--- src/design/dqsc_pkg.sv ---
// Shared types, register indexes and reset values for the dual quadrature steering block.
package dqsc_pkg;

  localparam int COUNT_WIDTH_DEF = 16;
  localparam int DUTY_W          = 16;
  localparam int GAIN_W          = 8;
  localparam int DIFF_OUT_W      = 17;
  localparam int CFG_IDX_W       = 2;
  localparam int CFG_DATA_W      = 16;

  typedef logic [DUTY_W-1:0]            duty_t;
  typedef logic [GAIN_W-1:0]            gain_t;
  typedef logic signed [DIFF_OUT_W-1:0] diff_out_t;
  typedef logic [CFG_IDX_W-1:0]         cfg_idx_t;
  typedef logic [CFG_DATA_W-1:0]        cfg_data_t;

  localparam cfg_idx_t REG_BASE_DUTY     = 2'd0;
  localparam cfg_idx_t REG_GAIN_QUARTERS = 2'd1;
  localparam cfg_idx_t REG_DUTY_TOP      = 2'd2;

  localparam duty_t BASE_DUTY_RST = 16'd30;
  localparam gain_t GAIN_RST      = 8'd10;
  localparam duty_t DUTY_TOP_RST  = 16'd255;

endpackage

--- src/design/dqsc_cfg_if.sv ---
// Configuration write channel: register index and write data.
interface dqsc_cfg_if;
  import dqsc_pkg::*;

  logic      valid;
  logic      ready;
  cfg_idx_t  index;
  cfg_data_t data;

  modport source (output valid, index, data, input ready);
  modport sink   (input valid, index, data, output ready);
endinterface

--- src/design/dqsc_in_if.sv ---
// Input channel: one pin sample of both wheel encoders.
interface dqsc_in_if;
  logic valid;
  logic ready;
  logic right_xor;
  logic right_b;
  logic left_xor;
  logic left_b;

  modport source (output valid, right_xor, right_b, left_xor, left_b, input ready);
  modport sink   (input valid, right_xor, right_b, left_xor, left_b, output ready);
endinterface

--- src/design/dqsc_out_if.sv ---
// Result channel: motor duties, count difference and clip flag.
interface dqsc_out_if;
  import dqsc_pkg::*;

  logic      valid;
  logic      ready;
  duty_t     duty_a;
  duty_t     duty_b;
  diff_out_t count_difference;
  logic      duty_clipped;

  modport source (output valid, duty_a, duty_b, count_difference, duty_clipped, input ready);
  modport sink   (input valid, duty_a, duty_b, count_difference, duty_clipped, output ready);
endinterface

--- src/design/dual_quadrature_steering_control.sv ---
// Top level: dual x4 quadrature decoder with proportional steering of two PWM duties.
// A result passes through the registered decode, multiply and clamp stages in order.
// Throughput: one transaction per cycle while out_ch.ready holds, set by the
// three-stage pipeline with a ready chain.
// Reset (rst_n, synchronous): counts, last levels and primed clear, registers take
// their defaults (base 30, gain 10, top 255), all stages empty.
module dual_quadrature_steering_control #(
  parameter int COUNT_WIDTH = dqsc_pkg::COUNT_WIDTH_DEF
) (
  input  logic        clk,
  input  logic        rst_n,
  dqsc_cfg_if.sink    cfg_ch,
  dqsc_in_if.sink     in_ch,
  dqsc_out_if.source  out_ch
);
  import dqsc_pkg::*;

  localparam int W_DIFF = COUNT_WIDTH + 1;
  localparam int W_PROD = W_DIFF + GAIN_W + 1;
  localparam int W_SUM  = W_PROD + 1;
  localparam int W_X    = (W_DIFF > DIFF_OUT_W) ? W_DIFF : DIFF_OUT_W;

  typedef logic [COUNT_WIDTH-1:0] count_t;

  // configuration
  duty_t base_duty_r;
  gain_t gain_r;
  duty_t duty_top_r;

  // decoder state
  count_t r_cnt_r, r_cnt_nxt, l_cnt_r, l_cnt_nxt;
  logic   r_la_r, r_lb_r, r_lx_r, l_la_r, l_lb_r, l_lx_r;
  logic   r_la_nxt, r_lb_nxt, l_la_nxt, l_lb_nxt;
  logic   primed_r;

  // pipeline
  logic                     s1_valid_r, s2_valid_r, out_valid_r;
  logic signed [W_DIFF-1:0] s1_diff_r, diff_nxt;
  logic signed [W_PROD-1:0] s2_prod_r, prod_nxt;
  logic signed [W_X-1:0]    s2_dext_r;
  duty_t                    duty_a_r, duty_b_r, duty_a_nxt, duty_b_nxt;
  diff_out_t                cdiff_r;
  logic                     clip_r, clip_nxt;

  logic out_free, s2_ready, s1_ready, in_acc, s1_adv, s2_adv;

  logic signed [W_PROD-1:0] prod_adj, u;
  logic signed [W_SUM-1:0]  sum_a, sum_b, top_s;

  assign cfg_ch.ready = 1'b1;

  assign out_free    = !out_valid_r || out_ch.ready;
  assign s2_ready    = !s2_valid_r || out_free;
  assign s1_ready    = !s1_valid_r || s2_ready;
  assign in_ch.ready = s1_ready;
  assign in_acc      = in_ch.valid && s1_ready;
  assign s1_adv      = s1_valid_r && s2_ready;
  assign s2_adv      = s2_valid_r && out_free;

  function automatic count_t step_count(input count_t c, input logic a, input logic b,
                                        input logic la, input logic lb);
    count_t r;
    r = c;
    if (a == lb) begin
      r = c - count_t'(1);
    end else if (b == la) begin
      r = c + count_t'(1);
    end
    return r;
  endfunction

  always_comb begin
    r_cnt_nxt = r_cnt_r;
    l_cnt_nxt = l_cnt_r;
    r_la_nxt  = r_la_r;
    r_lb_nxt  = r_lb_r;
    l_la_nxt  = l_la_r;
    l_lb_nxt  = l_lb_r;
    if (!primed_r) begin
      r_la_nxt = in_ch.right_xor ^ in_ch.right_b;
      r_lb_nxt = in_ch.right_b;
      l_la_nxt = in_ch.left_xor ^ in_ch.left_b;
      l_lb_nxt = in_ch.left_b;
    end else begin
      if (in_ch.right_xor != r_lx_r) begin
        r_cnt_nxt = step_count(r_cnt_r, in_ch.right_xor ^ in_ch.right_b, in_ch.right_b,
                               r_la_r, r_lb_r);
        r_la_nxt  = in_ch.right_xor ^ in_ch.right_b;
        r_lb_nxt  = in_ch.right_b;
      end
      if (in_ch.left_xor != l_lx_r) begin
        l_cnt_nxt = step_count(l_cnt_r, in_ch.left_xor ^ in_ch.left_b, in_ch.left_b,
                               l_la_r, l_lb_r);
        l_la_nxt  = in_ch.left_xor ^ in_ch.left_b;
        l_lb_nxt  = in_ch.left_b;
      end
    end
    diff_nxt = $signed({r_cnt_nxt[COUNT_WIDTH-1], r_cnt_nxt})
             - $signed({l_cnt_nxt[COUNT_WIDTH-1], l_cnt_nxt});
  end

  assign prod_nxt = W_PROD'($signed({1'b0, gain_r})) * W_PROD'(s1_diff_r);

  // divide by four, truncating toward zero; then base -/+ steer, clamped to 0..top
  always_comb begin
    prod_adj = s2_prod_r[W_PROD-1] ? (s2_prod_r + W_PROD'(3)) : s2_prod_r;
    u        = prod_adj >>> 2;
    sum_a    = $signed({{(W_SUM-DUTY_W){1'b0}}, base_duty_r}) - W_SUM'(u);
    sum_b    = $signed({{(W_SUM-DUTY_W){1'b0}}, base_duty_r}) + W_SUM'(u);
    top_s    = $signed({{(W_SUM-DUTY_W){1'b0}}, duty_top_r});
    clip_nxt = 1'b0;
    if (sum_a < 0) begin
      duty_a_nxt = '0;
      clip_nxt   = 1'b1;
    end else if (sum_a > top_s) begin
      duty_a_nxt = duty_top_r;
      clip_nxt   = 1'b1;
    end else begin
      duty_a_nxt = sum_a[DUTY_W-1:0];
    end
    if (sum_b < 0) begin
      duty_b_nxt = '0;
      clip_nxt   = 1'b1;
    end else if (sum_b > top_s) begin
      duty_b_nxt = duty_top_r;
      clip_nxt   = 1'b1;
    end else begin
      duty_b_nxt = sum_b[DUTY_W-1:0];
    end
  end

  always_ff @(posedge clk) begin
    if (!rst_n) begin
      base_duty_r <= BASE_DUTY_RST;
      gain_r      <= GAIN_RST;
      duty_top_r  <= DUTY_TOP_RST;
    end else if (cfg_ch.valid) begin
      case (cfg_ch.index)
        REG_BASE_DUTY:     base_duty_r <= cfg_ch.data;
        REG_GAIN_QUARTERS: gain_r      <= cfg_ch.data[GAIN_W-1:0];
        REG_DUTY_TOP:      duty_top_r  <= cfg_ch.data;
        default:           ;
      endcase
    end
  end

  always_ff @(posedge clk) begin
    if (!rst_n) begin
      r_cnt_r  <= '0;
      l_cnt_r  <= '0;
      r_la_r   <= 1'b0;
      r_lb_r   <= 1'b0;
      r_lx_r   <= 1'b0;
      l_la_r   <= 1'b0;
      l_lb_r   <= 1'b0;
      l_lx_r   <= 1'b0;
      primed_r <= 1'b0;
    end else if (in_acc) begin
      r_cnt_r  <= r_cnt_nxt;
      l_cnt_r  <= l_cnt_nxt;
      r_la_r   <= r_la_nxt;
      r_lb_r   <= r_lb_nxt;
      r_lx_r   <= in_ch.right_xor;
      l_la_r   <= l_la_nxt;
      l_lb_r   <= l_lb_nxt;
      l_lx_r   <= in_ch.left_xor;
      primed_r <= 1'b1;
    end
  end

  always_ff @(posedge clk) begin
    if (!rst_n) begin
      s1_valid_r  <= 1'b0;
      s2_valid_r  <= 1'b0;
      out_valid_r <= 1'b0;
    end else begin
      s1_valid_r  <= in_acc || (s1_valid_r && !s2_ready);
      s2_valid_r  <= s1_adv || (s2_valid_r && !out_free);
      out_valid_r <= s2_adv || (out_valid_r && !out_ch.ready);
    end
  end

  always_ff @(posedge clk) begin
    if (in_acc) begin
      s1_diff_r <= diff_nxt;
    end
    if (s1_adv) begin
      s2_prod_r <= prod_nxt;
      s2_dext_r <= W_X'(s1_diff_r);
    end
    if (s2_adv) begin
      duty_a_r <= duty_a_nxt;
      duty_b_r <= duty_b_nxt;
      cdiff_r  <= s2_dext_r[DIFF_OUT_W-1:0];
      clip_r   <= clip_nxt;
    end
  end

  assign out_ch.valid            = out_valid_r;
  assign out_ch.duty_a           = duty_a_r;
  assign out_ch.duty_b           = duty_b_r;
  assign out_ch.count_difference = cdiff_r;
  assign out_ch.duty_clipped     = clip_r;

`ifndef SYNTHESIS
  a_unprimed_zero: assert property (@(posedge clk) disable iff (!rst_n)
    !primed_r |-> (r_cnt_r == '0) && (l_cnt_r == '0))
    else $error("counts moved before the first sample");

  a_accept_fills_s1: assert property (@(posedge clk) disable iff (!rst_n)
    in_acc |=> s1_valid_r)
    else $error("accepted transaction not held in decode stage");

  a_s2_held: assert property (@(posedge clk) disable iff (!rst_n)
    s2_valid_r && !out_free |=> s2_valid_r && $stable(s2_prod_r))
    else $error("multiply stage lost a transaction under stall");

  a_s1_held: assert property (@(posedge clk) disable iff (!rst_n)
    s1_valid_r && !s2_ready |=> s1_valid_r && $stable(s1_diff_r))
    else $error("decode stage lost a transaction under stall");
`endif

endmodule

--- src/flat_wrapper.sv ---
// flat-port wrapper written by rule: the top's interface ports become plain ports
module dual_quadrature_steering_control_flat import dqsc_pkg::*;
#(
  parameter int COUNT_WIDTH = dqsc_pkg::COUNT_WIDTH_DEF
)
  (clk, rst_n, cfg_ch_valid, cfg_ch_index, cfg_ch_data, cfg_ch_ready, in_ch_valid, in_ch_right_xor, in_ch_right_b, in_ch_left_xor, in_ch_left_b, in_ch_ready, out_ch_valid, out_ch_duty_a, out_ch_duty_b, out_ch_count_difference, out_ch_duty_clipped, out_ch_ready);
  dqsc_cfg_if cfg_ch_i ();
  dqsc_in_if in_ch_i ();
  dqsc_out_if out_ch_i ();
  input  logic clk;
  input  logic rst_n;
  input wire logic [$bits(cfg_ch_i.valid)-1:0] cfg_ch_valid;
  input wire logic [$bits(cfg_ch_i.index)-1:0] cfg_ch_index;
  input wire logic [$bits(cfg_ch_i.data)-1:0] cfg_ch_data;
  output wire logic [$bits(cfg_ch_i.ready)-1:0] cfg_ch_ready;
  input wire logic [$bits(in_ch_i.valid)-1:0] in_ch_valid;
  input wire logic [$bits(in_ch_i.right_xor)-1:0] in_ch_right_xor;
  input wire logic [$bits(in_ch_i.right_b)-1:0] in_ch_right_b;
  input wire logic [$bits(in_ch_i.left_xor)-1:0] in_ch_left_xor;
  input wire logic [$bits(in_ch_i.left_b)-1:0] in_ch_left_b;
  output wire logic [$bits(in_ch_i.ready)-1:0] in_ch_ready;
  output wire logic [$bits(out_ch_i.valid)-1:0] out_ch_valid;
  output wire logic [$bits(out_ch_i.duty_a)-1:0] out_ch_duty_a;
  output wire logic [$bits(out_ch_i.duty_b)-1:0] out_ch_duty_b;
  output wire logic [$bits(out_ch_i.count_difference)-1:0] out_ch_count_difference;
  output wire logic [$bits(out_ch_i.duty_clipped)-1:0] out_ch_duty_clipped;
  input wire logic [$bits(out_ch_i.ready)-1:0] out_ch_ready;
  assign cfg_ch_i.valid = cfg_ch_valid;
  assign cfg_ch_i.index = cfg_ch_index;
  assign cfg_ch_i.data = cfg_ch_data;
  assign cfg_ch_ready = cfg_ch_i.ready;
  assign in_ch_i.valid = in_ch_valid;
  assign in_ch_i.right_xor = in_ch_right_xor;
  assign in_ch_i.right_b = in_ch_right_b;
  assign in_ch_i.left_xor = in_ch_left_xor;
  assign in_ch_i.left_b = in_ch_left_b;
  assign in_ch_ready = in_ch_i.ready;
  assign out_ch_valid = out_ch_i.valid;
  assign out_ch_duty_a = out_ch_i.duty_a;
  assign out_ch_duty_b = out_ch_i.duty_b;
  assign out_ch_count_difference = out_ch_i.count_difference;
  assign out_ch_duty_clipped = out_ch_i.duty_clipped;
  assign out_ch_i.ready = out_ch_ready;
  dual_quadrature_steering_control #(.COUNT_WIDTH(COUNT_WIDTH)) u_core (.clk(clk), .rst_n(rst_n), .cfg_ch(cfg_ch_i), .in_ch(in_ch_i), .out_ch(out_ch_i));
endmodule
--- config.mk ---
export PLATFORM = sky130hd
export DESIGN_NAME = dual_quadrature_steering_control_flat
export DESIGN_NICKNAME = d
export VERILOG_FILES = /design/src/design/dqsc_pkg.sv /design/src/design/dqsc_cfg_if.sv /design/src/design/dqsc_in_if.sv /design/src/design/dqsc_out_if.sv /design/src/design/dual_quadrature_steering_control.sv /design/src/flat_wrapper.sv
export SDC_FILE = /design/constraint.sdc
export NUM_CORES = 1
export LEC_CHECK = 0
export BUFFER_PORTS_ARGS = -buffer_cell sky130_fd_sc_hd__buf_2
export CAP_MARGIN = 20
export CORE_MARGIN = 2
export CORE_UTILIZATION = 60
export DETAILED_ROUTE_END_ITERATION = 10
export GPL_ROUTABILITY_DRIVEN = 0
export PLACE_DENSITY = 0.77
export SYNTH_ARGS = -nofsm -noshare
export SYNTH_HDL_FRONTEND = slang
export SYNTH_SLANG_ARGS = --single-unit
--- constraint.sdc ---
create_clock -name clk -period 6.1 [get_ports clk]
set_input_delay 1.22 -clock clk [delete_from_list [all_inputs] [get_ports clk]]
set_output_delay 1.22 -clock clk [all_outputs]
set_load 0.01 [all_outputs]
After elaboration in Yosys (flattened, before gate mapping):

Index checks and enable logic that the tools add are counted.

* output and inout port bits: 53
* bits of input ports: 27
* flip-flop bits (word level): 192
* word-level logic and storage cells: 92

* eq/ne operators: 10
* order comparisons: 4
* multiplexer cells: 20
* reductions and logical operators: 25
* add/subtract/negate cells: 8
* bitwise gates (word level): 2
* $mul: 1

Operators by type and width (count)
* 16-bit two-way mux: 10
* 25-bit by 17-bit > comparator with 1-bit output: 2
* 25-bit by 1-bit < comparator with 1-bit output (second input constant): 2
* 16-bit by 1-bit adder with 16-bit output (second input constant): 2
* 16-bit by 1-bit subtractor with 16-bit output (second input constant): 2
* 26-bit by 3-bit adder with 26-bit output (second input constant): 1
* 9-bit by 17-bit multiplier with 26-bit output: 1
* 26-bit two-way mux: 1
* 17-bit by 24-bit adder with 25-bit output: 1
* 17-bit by 24-bit subtractor with 25-bit output: 1
* 16-bit by 16-bit subtractor with 17-bit output: 1
* 2-bit AND reduction: 5
* 1-bit two-way mux: 9
* 1-bit logical AND: 6
* 1-bit logical NOT: 6
* 1-bit logical OR: 6
* 1-bit equality test: 4
* 2-bit != test (second input constant): 2
* 3-bit OR reduction: 1
* 2-bit by 1-bit equality test with 1-bit output (second input constant): 1
* 2-bit equality test (second input constant): 1
* 2-bit logical NOT: 1
* 1-bit != test: 2
* 1-bit bitwise XOR: 2

Depth between registers and ports, before layout:

Gate-level depths: netlist of the first run.

* depth after elaboration: 6
* gate-level depth with buffers: 24
* gate-level depth less buffers: 22

Worst setup path before layout of the first run:

Ideal clock, no wire load.

* path type: register to register
* start point: register u_core.s2_prod_r[2]
* end point: register u_core.duty_a_r[10], in the netlist u_core.out_ch.duty_a[10], data pin
* library setup time: 0.266 ns
* arrival time: 5.003 ns
* required time: 5.834 ns
* stages on the path, launching flop included: 24
* slack: 0.832 ns
* clock period less this slack: 5.268 ns
* path buffers: 3
* cells stage by stage: edfxtp_1 > nand3_1 > nor2_1 > nand4_1 > xnor2_1 > ha_1 > clkbuf_1 > nor2_1 > nor4b_1 > a211oi_1 > o21ai_0 > a21oi_1 > xor2_1 > ha_1 > nand2_1 > nor3_1 > a2111oi_0 > o221a_2 > o221ai_1 > a211oi_1 > buf_2 > clkbuf_1 > mux2i_1 > nor2_1

* word-level cells in the longest chain between the ends: 5
* elaborated cells between the ends (all ways): 6
* classes of those cells: 2 x add/sub; 2 x order compare; 2 x mux

Ends and longest elaborated chain
* from (decl): line dual_quadrature_steering_control.sv:39 `logic signed [W_PROD-1:0] s2_prod_r, prod_nxt;`
* from (signal assigned): line dual_quadrature_steering_control.sv:188 `s2_prod_r <= prod_nxt;`
* 26-bit by 3-bit adder with 26-bit output: line dual_quadrature_steering_control.sv:106 `prod_adj = s2_prod_r[W_PROD-1] ? (s2_prod_r + W_PROD'(3)) : s2_prod_r;`
* 26-bit two-way mux (*): line dual_quadrature_steering_control.sv:106
* 17-bit by 24-bit subtractor with 25-bit output (*): line dual_quadrature_steering_control.sv:108 `sum_a = $signed({{(W_SUM-DUTY_W){1'b0}}, base_duty_r}) - W_SUM'(u);`
* 25-bit by 17-bit > comparator with 1-bit output: line dual_quadrature_steering_control.sv:115 `end else if (sum_a > top_s) begin`
* 16-bit two-way mux: line dual_quadrature_steering_control.sv:115
* to (signal assigned): line dual_quadrature_steering_control.sv:192 `duty_a_r <= duty_a_nxt;`
* to (decl): line dual_quadrature_steering_control.sv:41 `duty_t duty_a_r, duty_b_r, duty_a_nxt, duty_b_nxt;`

Every way passes the cells marked *; elsewhere a longest branch is shown, timed or not.
A chain may end at the register's enable or synchronous reset.

Final worst setup path of the first run:

* start point: register u_core.s2_prod_r[1]
* end point: register u_core.duty_a_r[4], in the netlist u_core.out_ch.duty_a[4], data pin

* word-level cells in the longest chain between the ends: 5
* elaborated cells between the ends (all ways): 6
* classes of those cells: 2 x add/sub; 2 x order compare; 2 x mux

Ends and longest elaborated chain (line)
* 26-bit by 3-bit adder with 26-bit output (*): dual_quadrature_steering_control.sv:106
* 26-bit two-way mux (*): dual_quadrature_steering_control.sv:106
* 17-bit by 24-bit subtractor with 25-bit output (*): dual_quadrature_steering_control.sv:108
* 25-bit by 17-bit > comparator with 1-bit output: dual_quadrature_steering_control.sv:115
* 16-bit two-way mux: dual_quadrature_steering_control.sv:115

Marked as above.

==> impl_metrics.env, run 1 <==
export IMPL_status="complete, no violations"
export IMPL_leakagePower_nw=7.97
export IMPL_switching_share_pct=44.1
export IMPL_clkPwrFrac_pct=16.1
export IMPL_ir_drop_mv=0.250
export IMPL_worstMarginPinSlew_ns=1.08
export IMPL_antenna_cells_inserted=0
export IMPL_portBuffers=78
export IMPL_p_sw_mw=3.23
export IMPL_slew_headroom_pct=27.5
export IMPL_grt_max_degree=68
export IMPL_r2r_setup_slack_ns=0.40
export IMPL_p_comb_share_pct=57.1
export IMPL_skew_ns=0.0112
export IMPL_antenna_found_initial=0
export IMPL_syn2layout_area_growth_pct=8.29
export IMPL_numCtsBuffers=17
export IMPL_core_um2=27000
export IMPL_die_area_um2=28800
export IMPL_grt_overflow=0
export IMPL_htree_levels=4
export IMPL_synthArstFlopShare_pct=0
export IMPL_power_share_sequential_pct=26.8
export IMPL_synth_top_flop_cell="edfxtp_1"
export IMPL_worst_r2r_endpoint="u_core.out_ch.duty_a[4]"
export IMPL_drtAntennaViolNets=0
export IMPL_worstHoldStart="u_core.s2_dext_r[9]"
export IMPL_cts_root_buffer="clkbuf_16"
export IMPL_synth_seq_cells=192
export IMPL_chipWidth_um=170
export IMPL_vias=12600
export IMPL_ys_seq_area_share_pct=30.1
export IMPL_worstPathArrival_ns=5.90
export IMPL_reg2reg_depth=20
export IMPL_r2r_start="u_core.s2_prod_r[1]"
export IMPL_fin_nets=2113
export IMPL_synth_distinct_cells=75
export IMPL_start_util_pct=61.0
export IMPL_drt_iter0_drc=913
export IMPL_synth_most_common_cell="inv_1"
export IMPL_clk_path_buf_depth=2
export IMPL_startpoint_type="flip-flop"
export IMPL_ys_warn_count=0
export IMPL_syn_nets=2054
export IMPL_synthDominantCellAreaShare_pct=20.1
export IMPL_synth_commonest_cells="inv_1, nand2_1, ha_1, nor2_1, fa_1"
export IMPL_cp_data_required_time_ns=6.31
export IMPL_setup_violations=0
export IMPL_fin_crit_sh_pct=93.4
export IMPL_gr_usage_all_layers_pct=27.2
export IMPL_p_per_area_nw_per_um2=412
export IMPL_dpl_instance_area_um2=17200
export IMPL_dpl_hpwl_mm=28.7
export IMPL_first_pass_iters=5
export IMPL_pin_count=80
export IMPL_die_h_um=170
export IMPL_grt_pass1_vias=12600
export IMPL_synth_enable_flop_cells=110
export IMPL_crit_type="flip-flop to flip-flop"
export IMPL_crit_chain="o21ai_1 -> nor2_1 -> xnor2_1 -> inv_1 -> ha_1 -> o311ai_0 -> a21boi_0 -> o311ai_0 -> nand2_1 -> xnor2_1 -> ha_1 -> nand2_1 -> nor3_1 -> a2111oi_0 -> o221a_2 -> o221ai_1 -> a211oi_4 -> buf_4 -> mux2i_1 -> nor2_1"
export IMPL_cts_tree="built"
export IMPL_cp_end_kind="flip-flop"
export IMPL_layout_drive_gt1_share_pct=9.05
export IMPL_fin_crit_ns=5.70
export IMPL_grt_pass1_wl_mm=61.8
export IMPL_fill_cells=2158
export IMPL_p_int_mw=4.10
export IMPL_syn_area_um2=16400
export IMPL_hold_buffers=0
export IMPL_wl_mm=37.4
export IMPL_timing_fmax_mhz=176
export IMPL_avgSynthCellArea_um2=9.28
export IMPL_yosys_area_top_type="edfxtp_1"
export IMPL_netlist_instances=1773
export IMPL_min_path_cells=0
export IMPL_avgViaCountPerCell=5.76
export IMPL_hold_viol_final=0
export IMPL_clkSlewWorstSetupHoldPaths_ns=0.08
export IMPL_drcViolationCount=0
export IMPL_rows=60
export IMPL_final_cell_area_um2=17800
export IMPL_min_path_type="flip-flop to flip-flop"
export IMPL_drv_cap=0
export IMPL_hold_end="u_core.out_ch.count_difference[9]"
export IMPL_maxSlewViolCount=0
export IMPL_detail_route_wl_per_cell_um=17.1
export IMPL_crit_slowest_cell="o311ai_0"
export IMPL_clk_latency_ns=0.46
export IMPL_synthTopCellsByArea="edfxtp_1, fa_1, ha_1, dfxtp_1, xnor2_1"
export IMPL_rsz0062_at_grt="false"
export IMPL_slowest_delay_ns=0.57
export IMPL_path_max_fanout=19
export IMPL_cts_sinks=192
export IMPL_setup_tns_ns=0
==> kinds of logic (layout without fill, tap and decap cells) <==
group / after synthesis / count (layout) / synth area share [%]
AOI/OAI and AO/OA: 265 / 265 / 10.4
xor gates and xnor gates: 140 / 140 / 7.57
adders and majority gates: 254 / 254 / 24.4
buffers and inverters: 260 / 332 / 6.04
DFF: 192 / 192 / 30.1
muxes: 47 / 47 / 3.13
other: 1 / 1 / 0.0228
and+or+nand+nor: 614 / 614 / 18.4
==> cell usage in the layout (no fill, tap or decap), drive strengths merged, types with 7 or more instances in the layout <==
cell type    n
mux2i       33
nand2b      13
xor2        49
nor3        35
nor4         7
nor2       140
dfxtp       82
edfxtp     110
o21a        10
nand3       36
nor2b       19
nand2      176
ha         143
mux2        14
or2          9
o21bai       7
a211oi      24
buf         93
nand4       18
or3         22
a21o        18
a21oi       97
o211ai      13
and3        17
and2       104
inv        217
a31oi        9
o21ai       38
fa         111
xnor2       91
clkbuf      17
==> routing by layer <==
metal / share of wire [%] / vias up / track usage (%) / wire, um
li1: - / 6078 / - / -
met1: 42 / 6096 / 32.6 / 15700
met2: 51 / 344 / 49.5 / 18900
met3: 4.2 / 75 / 3.50 / 1550
met4: 3.2 / 0 / 10.9 / 1210
met5: 0 / - / 0 / 0
==> registers in the layout, summed over array words and instances (netlist names), 16 cells and up <==
| register | cells |
|---|---|
| u_core.out_ch.duty_a | 16 |
| u_core.l_cnt_r | 16 |
| u_core.out_ch.duty_b | 16 |
| u_core.base_duty_r | 16 |
| u_core.out_ch.count_difference | 17 |
| u_core.duty_top_r | 16 |
| u_core.s2_prod_r | 26 |
| u_core.s2_dext_r | 17 |
| u_core.r_cnt_r | 16 |
| u_core.s1_diff_r | 17 |
==> power by group through the flow <==
| stage | logic, mW | registers (mW) | clock network [mW] |
|---|---|---|---|
| final | 4.19 | 1.97 | 1.18 |
| after global routing | 4.70 | 1.99 | 1.25 |
| after CTS | 4.14 | 1.96 | 1.20 |
| after detailed placement | 4.09 | 1.99 | 0 |
| after global placement | 3.94 | 1.98 | 0 |
| after floorplan | 3.18 | 1.89 | 0 |
==> what timing repair did <==
action | CTS | global route
endpoints found under the setup margin | 0 | 1
gates resized for setup | 0 | 1
buffers inserted | 0 | 0
==> stage by stage <==
step / instances / util, % / total power, mW / hold slack [ns] / setup WS, ns
after global placement: 2154 / 63.8 / 5.92 / 0.403 / 0.521
after detailed placement: 2154 / 63.8 / 6.08 / 0.405 / 0.292
after floorplan: 1773 / - / 5.07 / 0.400 / 0.832
final: 2186 / 66.1 / 7.34 / 0.422 / 0.402
after global routing: 2186 / 66.1 / 7.94 / 0.429 / 0.0431
after CTS: 2186 / 66.1 / 7.30 / 0.423 / 0.427
==> area by class of cell <==
class	count	area, um^2	share of cell area, %
clock buffer	17	425	2.39
clock inverter	15	183	1.03
timing repair buffer	93	503	2.82
multi-input combinational	1321	10600	59.2
inverter	207	777	4.36
sequential	192	4940	27.8
tap	341	427	2.40
==> worst max path at each step <==
stage                        startpoint                  endpoint  cells past startpoint
finish              u_core.s2_prod_r[1]   u_core.out_ch.duty_a[4]                     20
global route        u_core.s2_prod_r[0]   u_core.out_ch.duty_b[6]                     22
detailed placement         in_ch_left_b      u_core.s1_diff_r[14]                     17
CTS                 u_core.s2_prod_r[1]   u_core.out_ch.duty_a[4]                     20
floorplan           u_core.s2_prod_r[2]  u_core.out_ch.duty_a[10]                     23
global placement           in_ch_left_b      u_core.s1_diff_r[14]                     17
==> critical path, delay by kind of cell (launching register included) <==
| family | cells | cell delay (ns) |
|---|---|---|
| simple gates | 5 | 0.58 |
| buf+inv | 2 | 0.40 |
| mux | 1 | 0.25 |
| compound gates | 8 | 2.67 |
| fa+ha+maj | 2 | 0.51 |
| flops | 1 | 0.41 |
| xor+xnor | 2 | 0.61 |
Power figures use the tool's default switching activity.
==> run 2: changes to the inputs <==
--- a/config.mk
+++ b/config.mk
@@ -5,13 +5,13 @@
 export SDC_FILE = /design/constraint.sdc
 export NUM_CORES = 1
 export LEC_CHECK = 0
-export BUFFER_PORTS_ARGS = -buffer_cell sky130_fd_sc_hd__buf_2
 export CAP_MARGIN = 20
 export CORE_MARGIN = 2
 export CORE_UTILIZATION = 60
 export DETAILED_ROUTE_END_ITERATION = 10
+export DONT_BUFFER_PORTS = 1
 export GPL_ROUTABILITY_DRIVEN = 0
-export PLACE_DENSITY = 0.77
+export PLACE_DENSITY = 0.75
 export SYNTH_ARGS = -nofsm -noshare
 export SYNTH_HDL_FRONTEND = slang
 export SYNTH_SLANG_ARGS = --single-unit
==> run 2 against run 1 <==
Against the previous run:
- sequential share of layout area increased by 0.61 points
- register-to-register slack better by 0.07 ns
- wire length fell by 4.0%
- non-clock buffer count shrank 78
- sequential power about the same
- power shrank 2.2%
- global-route usage decreased by 1.4 points
- highest routed layer unchanged
- maximum frequency rose by 1.2%
- utilization fell by 1.4 points
==> impl_metrics.env, run 2 (synthesis gave the netlist of run 1 again) <==
export IMPL_status="complete, no violations"
export IMPL_crit_type="flip-flop to flip-flop"
export IMPL_maxSlewViolCount=0
export IMPL_reg2reg_depth=22
export IMPL_die_h_um=170
export IMPL_slowest_delay_ns=0.43
export IMPL_hold_end="u_core.out_ch.count_difference[12]"
export IMPL_worstPathArrival_ns=5.83
export IMPL_cts_root_buffer="clkbuf_16"
export IMPL_path_max_fanout=19
export IMPL_worst_r2r_endpoint="u_core.out_ch.duty_a[6]"
export IMPL_antenna_found_initial=0
export IMPL_grt_pass1_wl_mm=59.0
export IMPL_setup_violations=0
export IMPL_ir_drop_mv=0.290
export IMPL_drv_cap=0
export IMPL_startpoint_type="flip-flop"
export IMPL_leakagePower_nw=7.65
export IMPL_worstMarginPinSlew_ns=0.999
export IMPL_p_per_area_nw_per_um2=412
export IMPL_cp_top_family="compound AO/OA/AOI/OAI gates"
export IMPL_cp_end_kind="flip-flop"
export IMPL_crit_slowest_cell="edfxtp_1"
export IMPL_cts_sinks=192
export IMPL_drcViolationCount=0
export IMPL_grt_max_degree=57
export IMPL_numCtsBuffers=17
export IMPL_fin_util_pct=64.7
export IMPL_clk_latency_ns=0.46
export IMPL_rows=60
export IMPL_wl_mm=35.9
export IMPL_regMostFlops="u_core.s2_prod_r"
export IMPL_rsz0062_at_grt="false"
export IMPL_final_common_cell="inv_1"
export IMPL_post_place_ws_ns=0.102
export IMPL_detail_route_wl_per_cell_um=17.0
export IMPL_drtAntennaViolNets=0
export IMPL_final_cell_mix="inv_1, nand2_1, ha_1, nor2_1, fa_1"
export IMPL_fin_crit_ns=5.63
export IMPL_vias=12200
export IMPL_cts_setup_buffers=0
export IMPL_cts_resized_gates=0
export IMPL_largest_reg_flops=26
export IMPL_min_path_cells=0
export IMPL_clk_path_buf_depth=2
export IMPL_hold_buffers=0
export IMPL_cts_tree="built"
export IMPL_r2r_setup_slack_ns=0.47
export IMPL_core_um2=27000
export IMPL_r2r_start="u_core.s2_prod_r[25]"
export IMPL_gr_usage_all_layers_pct=25.9
export IMPL_worstHoldStart="u_core.s2_dext_r[12]"
export IMPL_crit_chain="o21ai_1 -> nor2_2 -> nand4_1 -> xnor2_1 -> inv_1 -> ha_1 -> nor3b_1 -> nor4b_2 -> a211oi_2 -> o21ai_0 -> a21oi_1 -> xor2_1 -> ha_1 -> nand2_1 -> nor3_1 -> a2111oi_0 -> o221a_2 -> o221ai_1 -> a211oi_4 -> buf_4 -> mux2i_1 -> nor2_1"
export IMPL_setup_tns_ns=0
export IMPL_timing_fmax_mhz=178
export IMPL_min_path_type="flip-flop to flip-flop"
export IMPL_start_util_pct=61.0
export IMPL_hold_viol_final=0
export IMPL_grt_overflow=0
export IMPL_slew_headroom_pct=32.5
export IMPL_htree_levels=4
export IMPL_skew_ns=0.0122
export IMPL_cp_data_required_time_ns=6.30
export IMPL_drt_iter0_drc=822
export IMPL_die_area_um2=28800
export IMPL_setup_slack_ns=0.468
export IMPL_fin_crit_sh_pct=92.3
export IMPL_grt_pass1_vias=12200
export IMPL_layout_drive_gt1_share_pct=5.21
export IMPL_dpl_hpwl_mm=28.0
export IMPL_fin_nets=2035
export IMPL_antenna_cells_inserted=0
export IMPL_portBuffers=0
export IMPL_pin_count=80
export IMPL_first_pass_iters=5
export IMPL_holdWs_ns=0.419
export IMPL_clkSlewWorstSetupHoldPaths_ns=0.08
export IMPL_chipWidth_um=170
export IMPL_cp_common_cell="ha_1"
export IMPL_syn2layout_area_growth_pct=5.96
export IMPL_avgViaCountPerCell=5.79
export IMPL_crit_buf_inv=2
==> run 2: how the worst max path moves through the flow <==
stage	from	end	slack [ns]	cells after the start
floorplan	u_core.s2_prod_r[2]	u_core.out_ch.duty_a[10]	0.83	23
global placement	u_core.s2_prod_r[25]	u_core.out_ch.duty_a[4]	0.37	21
detailed placement	u_core.s2_prod_r[25]	u_core.out_ch.duty_a[6]	0.10	20
CTS	u_core.s2_prod_r[25]	u_core.out_ch.duty_a[6]	0.07	20
global route	u_core.s2_prod_r[25]	u_core.out_ch.duty_a[6]	0.11	22
finish	u_core.s2_prod_r[25]	u_core.out_ch.duty_a[6]	0.47	22
==> run 2: report_power, final <==
part	internal, mW	switching (mW)	total, mW
combinational	1.77	2.27	4.04
clock	0.600	0.566	1.17
sequential	1.72	0.252	1.97
total	4.09	3.09	7.18
==> run 2: worst register-to-register path, delay by kind of cell (launching register included) <==
family	cells	cell delay (ns)
adder cells (fa/ha/maj)	2	0.52
AND/OR/NAND/NOR	7	1.14
flip-flops	1	0.43
buffers and inverters	2	0.39
XOR/XNOR	2	0.54
AO/OA/AOI/OAI	8	2.06
multiplexers	1	0.29
==> run 2: per-stage QoR <==
step	cells	cell area [um^2]	power, mW
global route	2108	17400	7.79
detailed placement	2076	16800	5.98
global placement	2076	16800	5.83
finish	2108	17400	7.18
CTS	2108	17400	7.17
floorplan	1773	16400	5.07
==> run 2: cell type report <==
cell class,count,area [um^2]
Timing Repair Buffer,15,113
Clock inverter,14,166
Clock buffer,18,439
Multi-Input combinational cell,1321,10600
Sequential cell,192,4940
Inverter,207,777
Fill cell,2102,9520
Tap cell,341,427
==> run 2: routing by layer <==
metal,vias up,part of all wire (%),track usage (%)
li1,5923,-,-
met1,5869,41,30.5
met2,341,51,47.1
met3,71,4.8,3.99
met4,0,3.1,10.3
met5,-,0,0
==> run 3: changes to the inputs <==
--- a/config.mk
+++ b/config.mk
@@ -12,6 +12,7 @@
 export DONT_BUFFER_PORTS = 1
 export GPL_ROUTABILITY_DRIVEN = 0
 export PLACE_DENSITY = 0.75
+export SETUP_SLACK_MARGIN = 0.5
 export SYNTH_ARGS = -nofsm -noshare
 export SYNTH_HDL_FRONTEND = slang
 export SYNTH_SLANG_ARGS = --single-unit
==> run 3 against run 2 <==
Against the previous run:
- global-route usage stayed put
- critical path depth fell by 2
- sequential share of layout area shrank 0.12 points
- non-clock buffer count rose by 1
- wire length up 0.74%
- largest cell class unchanged
==> impl_metrics.env, run 3 (synthesis gave the netlist of run 1 again) <==
export IMPL_reg2reg_depth=20
export IMPL_clkPwrFrac_pct=16.1
export IMPL_p_per_area_nw_per_um2=412
export IMPL_final_cell_mix="inv_1, nand2_1, ha_1, nor2_1, fa_1"
export IMPL_numCtsBuffers=17
export IMPL_setup_tns_ns=0
export IMPL_pin_count=80
export IMPL_start_util_pct=61.0
export IMPL_min_path_cells=0
export IMPL_cts_root_buffer="clkbuf_16"
export IMPL_avgViaCountPerCell=5.81
export IMPL_r2r_setup_slack_ns=0.67
export IMPL_final_common_cell="inv_1"
export IMPL_first_pass_iters=5
export IMPL_cts_tree="built"
export IMPL_slowest_delay_ns=0.49
export IMPL_antenna_cells_inserted=0
export IMPL_fin_crit_sh_pct=89.0
export IMPL_fin_crit_ns=5.43
export IMPL_setup_violations=0
export IMPL_crit_chain="o211ai_1 -> xnor2_1 -> inv_1 -> ha_1 -> o311ai_1 -> a21boi_1 -> o311ai_1 -> nand2_1 -> a21oi_1 -> o21bai_1 -> xnor2_1 -> ha_1 -> and3_1 -> nand4_1 -> o22ai_1 -> o221ai_1 -> a211oi_4 -> buf_8 -> mux2i_1 -> nor2_1"
export IMPL_fin_nets=2036
export IMPL_drv_cap=0
export IMPL_dpl_instance_area_um2=16800
export IMPL_drtAntennaViolNets=0
export IMPL_maxSlewViolCount=0
export IMPL_grt_max_degree=57
export IMPL_p_comb_share_pct=56.5
export IMPL_worstMarginPinSlew_ns=1.00
export IMPL_status="complete, no violations"
export IMPL_grt_pass1_wl_mm=59.0
export IMPL_leakagePower_nw=7.69
export IMPL_worstPathArrival_ns=5.63
export IMPL_final_cell_area_um2=17500
export IMPL_antenna_found_initial=0
export IMPL_path_max_fanout=19
export IMPL_chipWidth_um=170
export IMPL_power_share_sequential_pct=27.4
export IMPL_die_area_um2=28800
export IMPL_drt_iter0_drc=730
export IMPL_wl_mm=36.1
export IMPL_clk_latency_ns=0.45
export IMPL_final_cells=2109
export IMPL_detail_route_wl_per_cell_um=17.1
export IMPL_cts_sinks=192
export IMPL_worstHoldStart="u_core.s2_dext_r[12]"
export IMPL_cp_data_required_time_ns=6.30
export IMPL_rows=60
export IMPL_r2r_start="u_core.s2_prod_r[25]"
export IMPL_post_place_cells=2076
export IMPL_min_path_type="flip-flop to flip-flop"
export IMPL_skew_ns=0.0119
export IMPL_p_sw_mw=3.12
export IMPL_p_int_mw=4.11
export IMPL_largest_reg_flops=26
export IMPL_crit_type="flip-flop to flip-flop"
export IMPL_clk_path_buf_depth=2
export IMPL_portBuffers=0
export IMPL_regMostFlops="u_core.s2_prod_r"
export IMPL_cp_top_family="compound AO/OA/AOI/OAI gates"
export IMPL_cp_end_kind="flip-flop"
export IMPL_crit_slowest_cell="edfxtp_1"
export IMPL_hold_viol_final=0
export IMPL_dpl_hpwl_mm=28.0
export IMPL_vias=12300
export IMPL_worst_r2r_endpoint="u_core.out_ch.duty_a[6]"
export IMPL_ir_drop_mv=0.292
export IMPL_crit_buf_inv=2
export IMPL_gr_usage_all_layers_pct=25.9
export IMPL_die_h_um=170
export IMPL_clkSlewWorstSetupHoldPaths_ns=0.08
export IMPL_slew_headroom_pct=32.5
export IMPL_drcViolationCount=0
export IMPL_syn2layout_area_growth_pct=6.59
export IMPL_core_um2=27000
export IMPL_rsz0062_at_grt="false"
export IMPL_startpoint_type="flip-flop"
export IMPL_timing_fmax_mhz=184
export IMPL_hold_end="u_core.out_ch.count_difference[12]"
export IMPL_htree_levels=4
export IMPL_layout_drive_gt1_share_pct=6.22
export IMPL_grt_overflow=0
export IMPL_grt_pass1_vias=12200
export IMPL_switching_share_pct=43.2
run 3: cell types whose count changed in the layout (fill, tap and decap cells not counted), sizes merged:
cell / change
buf: +1
run 3: metal layers:
| layer | global-route usage [%] | part of all wire [%] | vias up |
|---|---|---|---|
| li1 | - | - | 5920 |
| met1 | 30.5 | 41 | 5944 |
| met2 | 47.2 | 51 | 310 |
| met3 | 3.99 | 4.0 | 80 |
| met4 | 10.3 | 3.4 | 0 |
| met5 | 0 | 0 | - |
run 3: how the worst max path moves through the flow:
stage                          from                  endpoint  slack [ns]  depth (start not counted)
2_1_floorplan   u_core.s2_prod_r[2]  u_core.out_ch.duty_a[10]        0.83                         23
3_3_place_gp   u_core.s2_prod_r[25]   u_core.out_ch.duty_a[4]        0.37                         21
3_5_place_dp   u_core.s2_prod_r[25]   u_core.out_ch.duty_a[6]        0.10                         20
4_1_cts        u_core.s2_prod_r[25]   u_core.out_ch.duty_a[6]        0.52                         21
5_1_grt        u_core.s2_prod_r[25]   u_core.out_ch.duty_a[6]        0.48                         22
6_report       u_core.s2_prod_r[25]   u_core.out_ch.duty_a[6]        0.67                         20
run 3: power by group through the flow:
stage,registers [mW],clock network (mW),logic (mW)
global placement,1.99,0,3.84
CTS,1.97,1.19,4.02
floorplan,1.89,0,3.18
finish,1.98,1.17,4.09
detailed placement,2.00,0,3.98
global route,2.01,1.24,4.60
run 3: layout make-up:
type                       count  area [um^2]
clock buffer                  18          439
inverter                     207          777
fill                        2091         9420
timing repair buffer          16          131
multi-input combinational   1321        10600
clock inverter                14          166
sequential                   192         4950
tap                          341          427
run 3: timing repair:
| action | CTS | global route |
|---|---|---|
| resized for setup | 7 | 25 |
| hold endpoints to repair | 0 | 0 |
| buffers inserted | 0 | 1 |
| hold buffers | 0 | 0 |
| endpoints found under the setup margin | 31 | 37 |
| pin swaps | 0 | 2 |
run 3: through the flow:
stage	hold slack [ns]	utilization (%)	power [mW]	setup slack, ns
4_1_cts	0.423	64.7	7.18	0.521
3_5_place_dp	0.405	62.4	5.98	0.102
6_report	0.422	65.1	7.23	0.668
3_3_place_gp	0.402	62.4	5.83	0.369
2_1_floorplan	0.400	-	5.07	0.832
5_1_grt	0.426	65.1	7.84	0.477
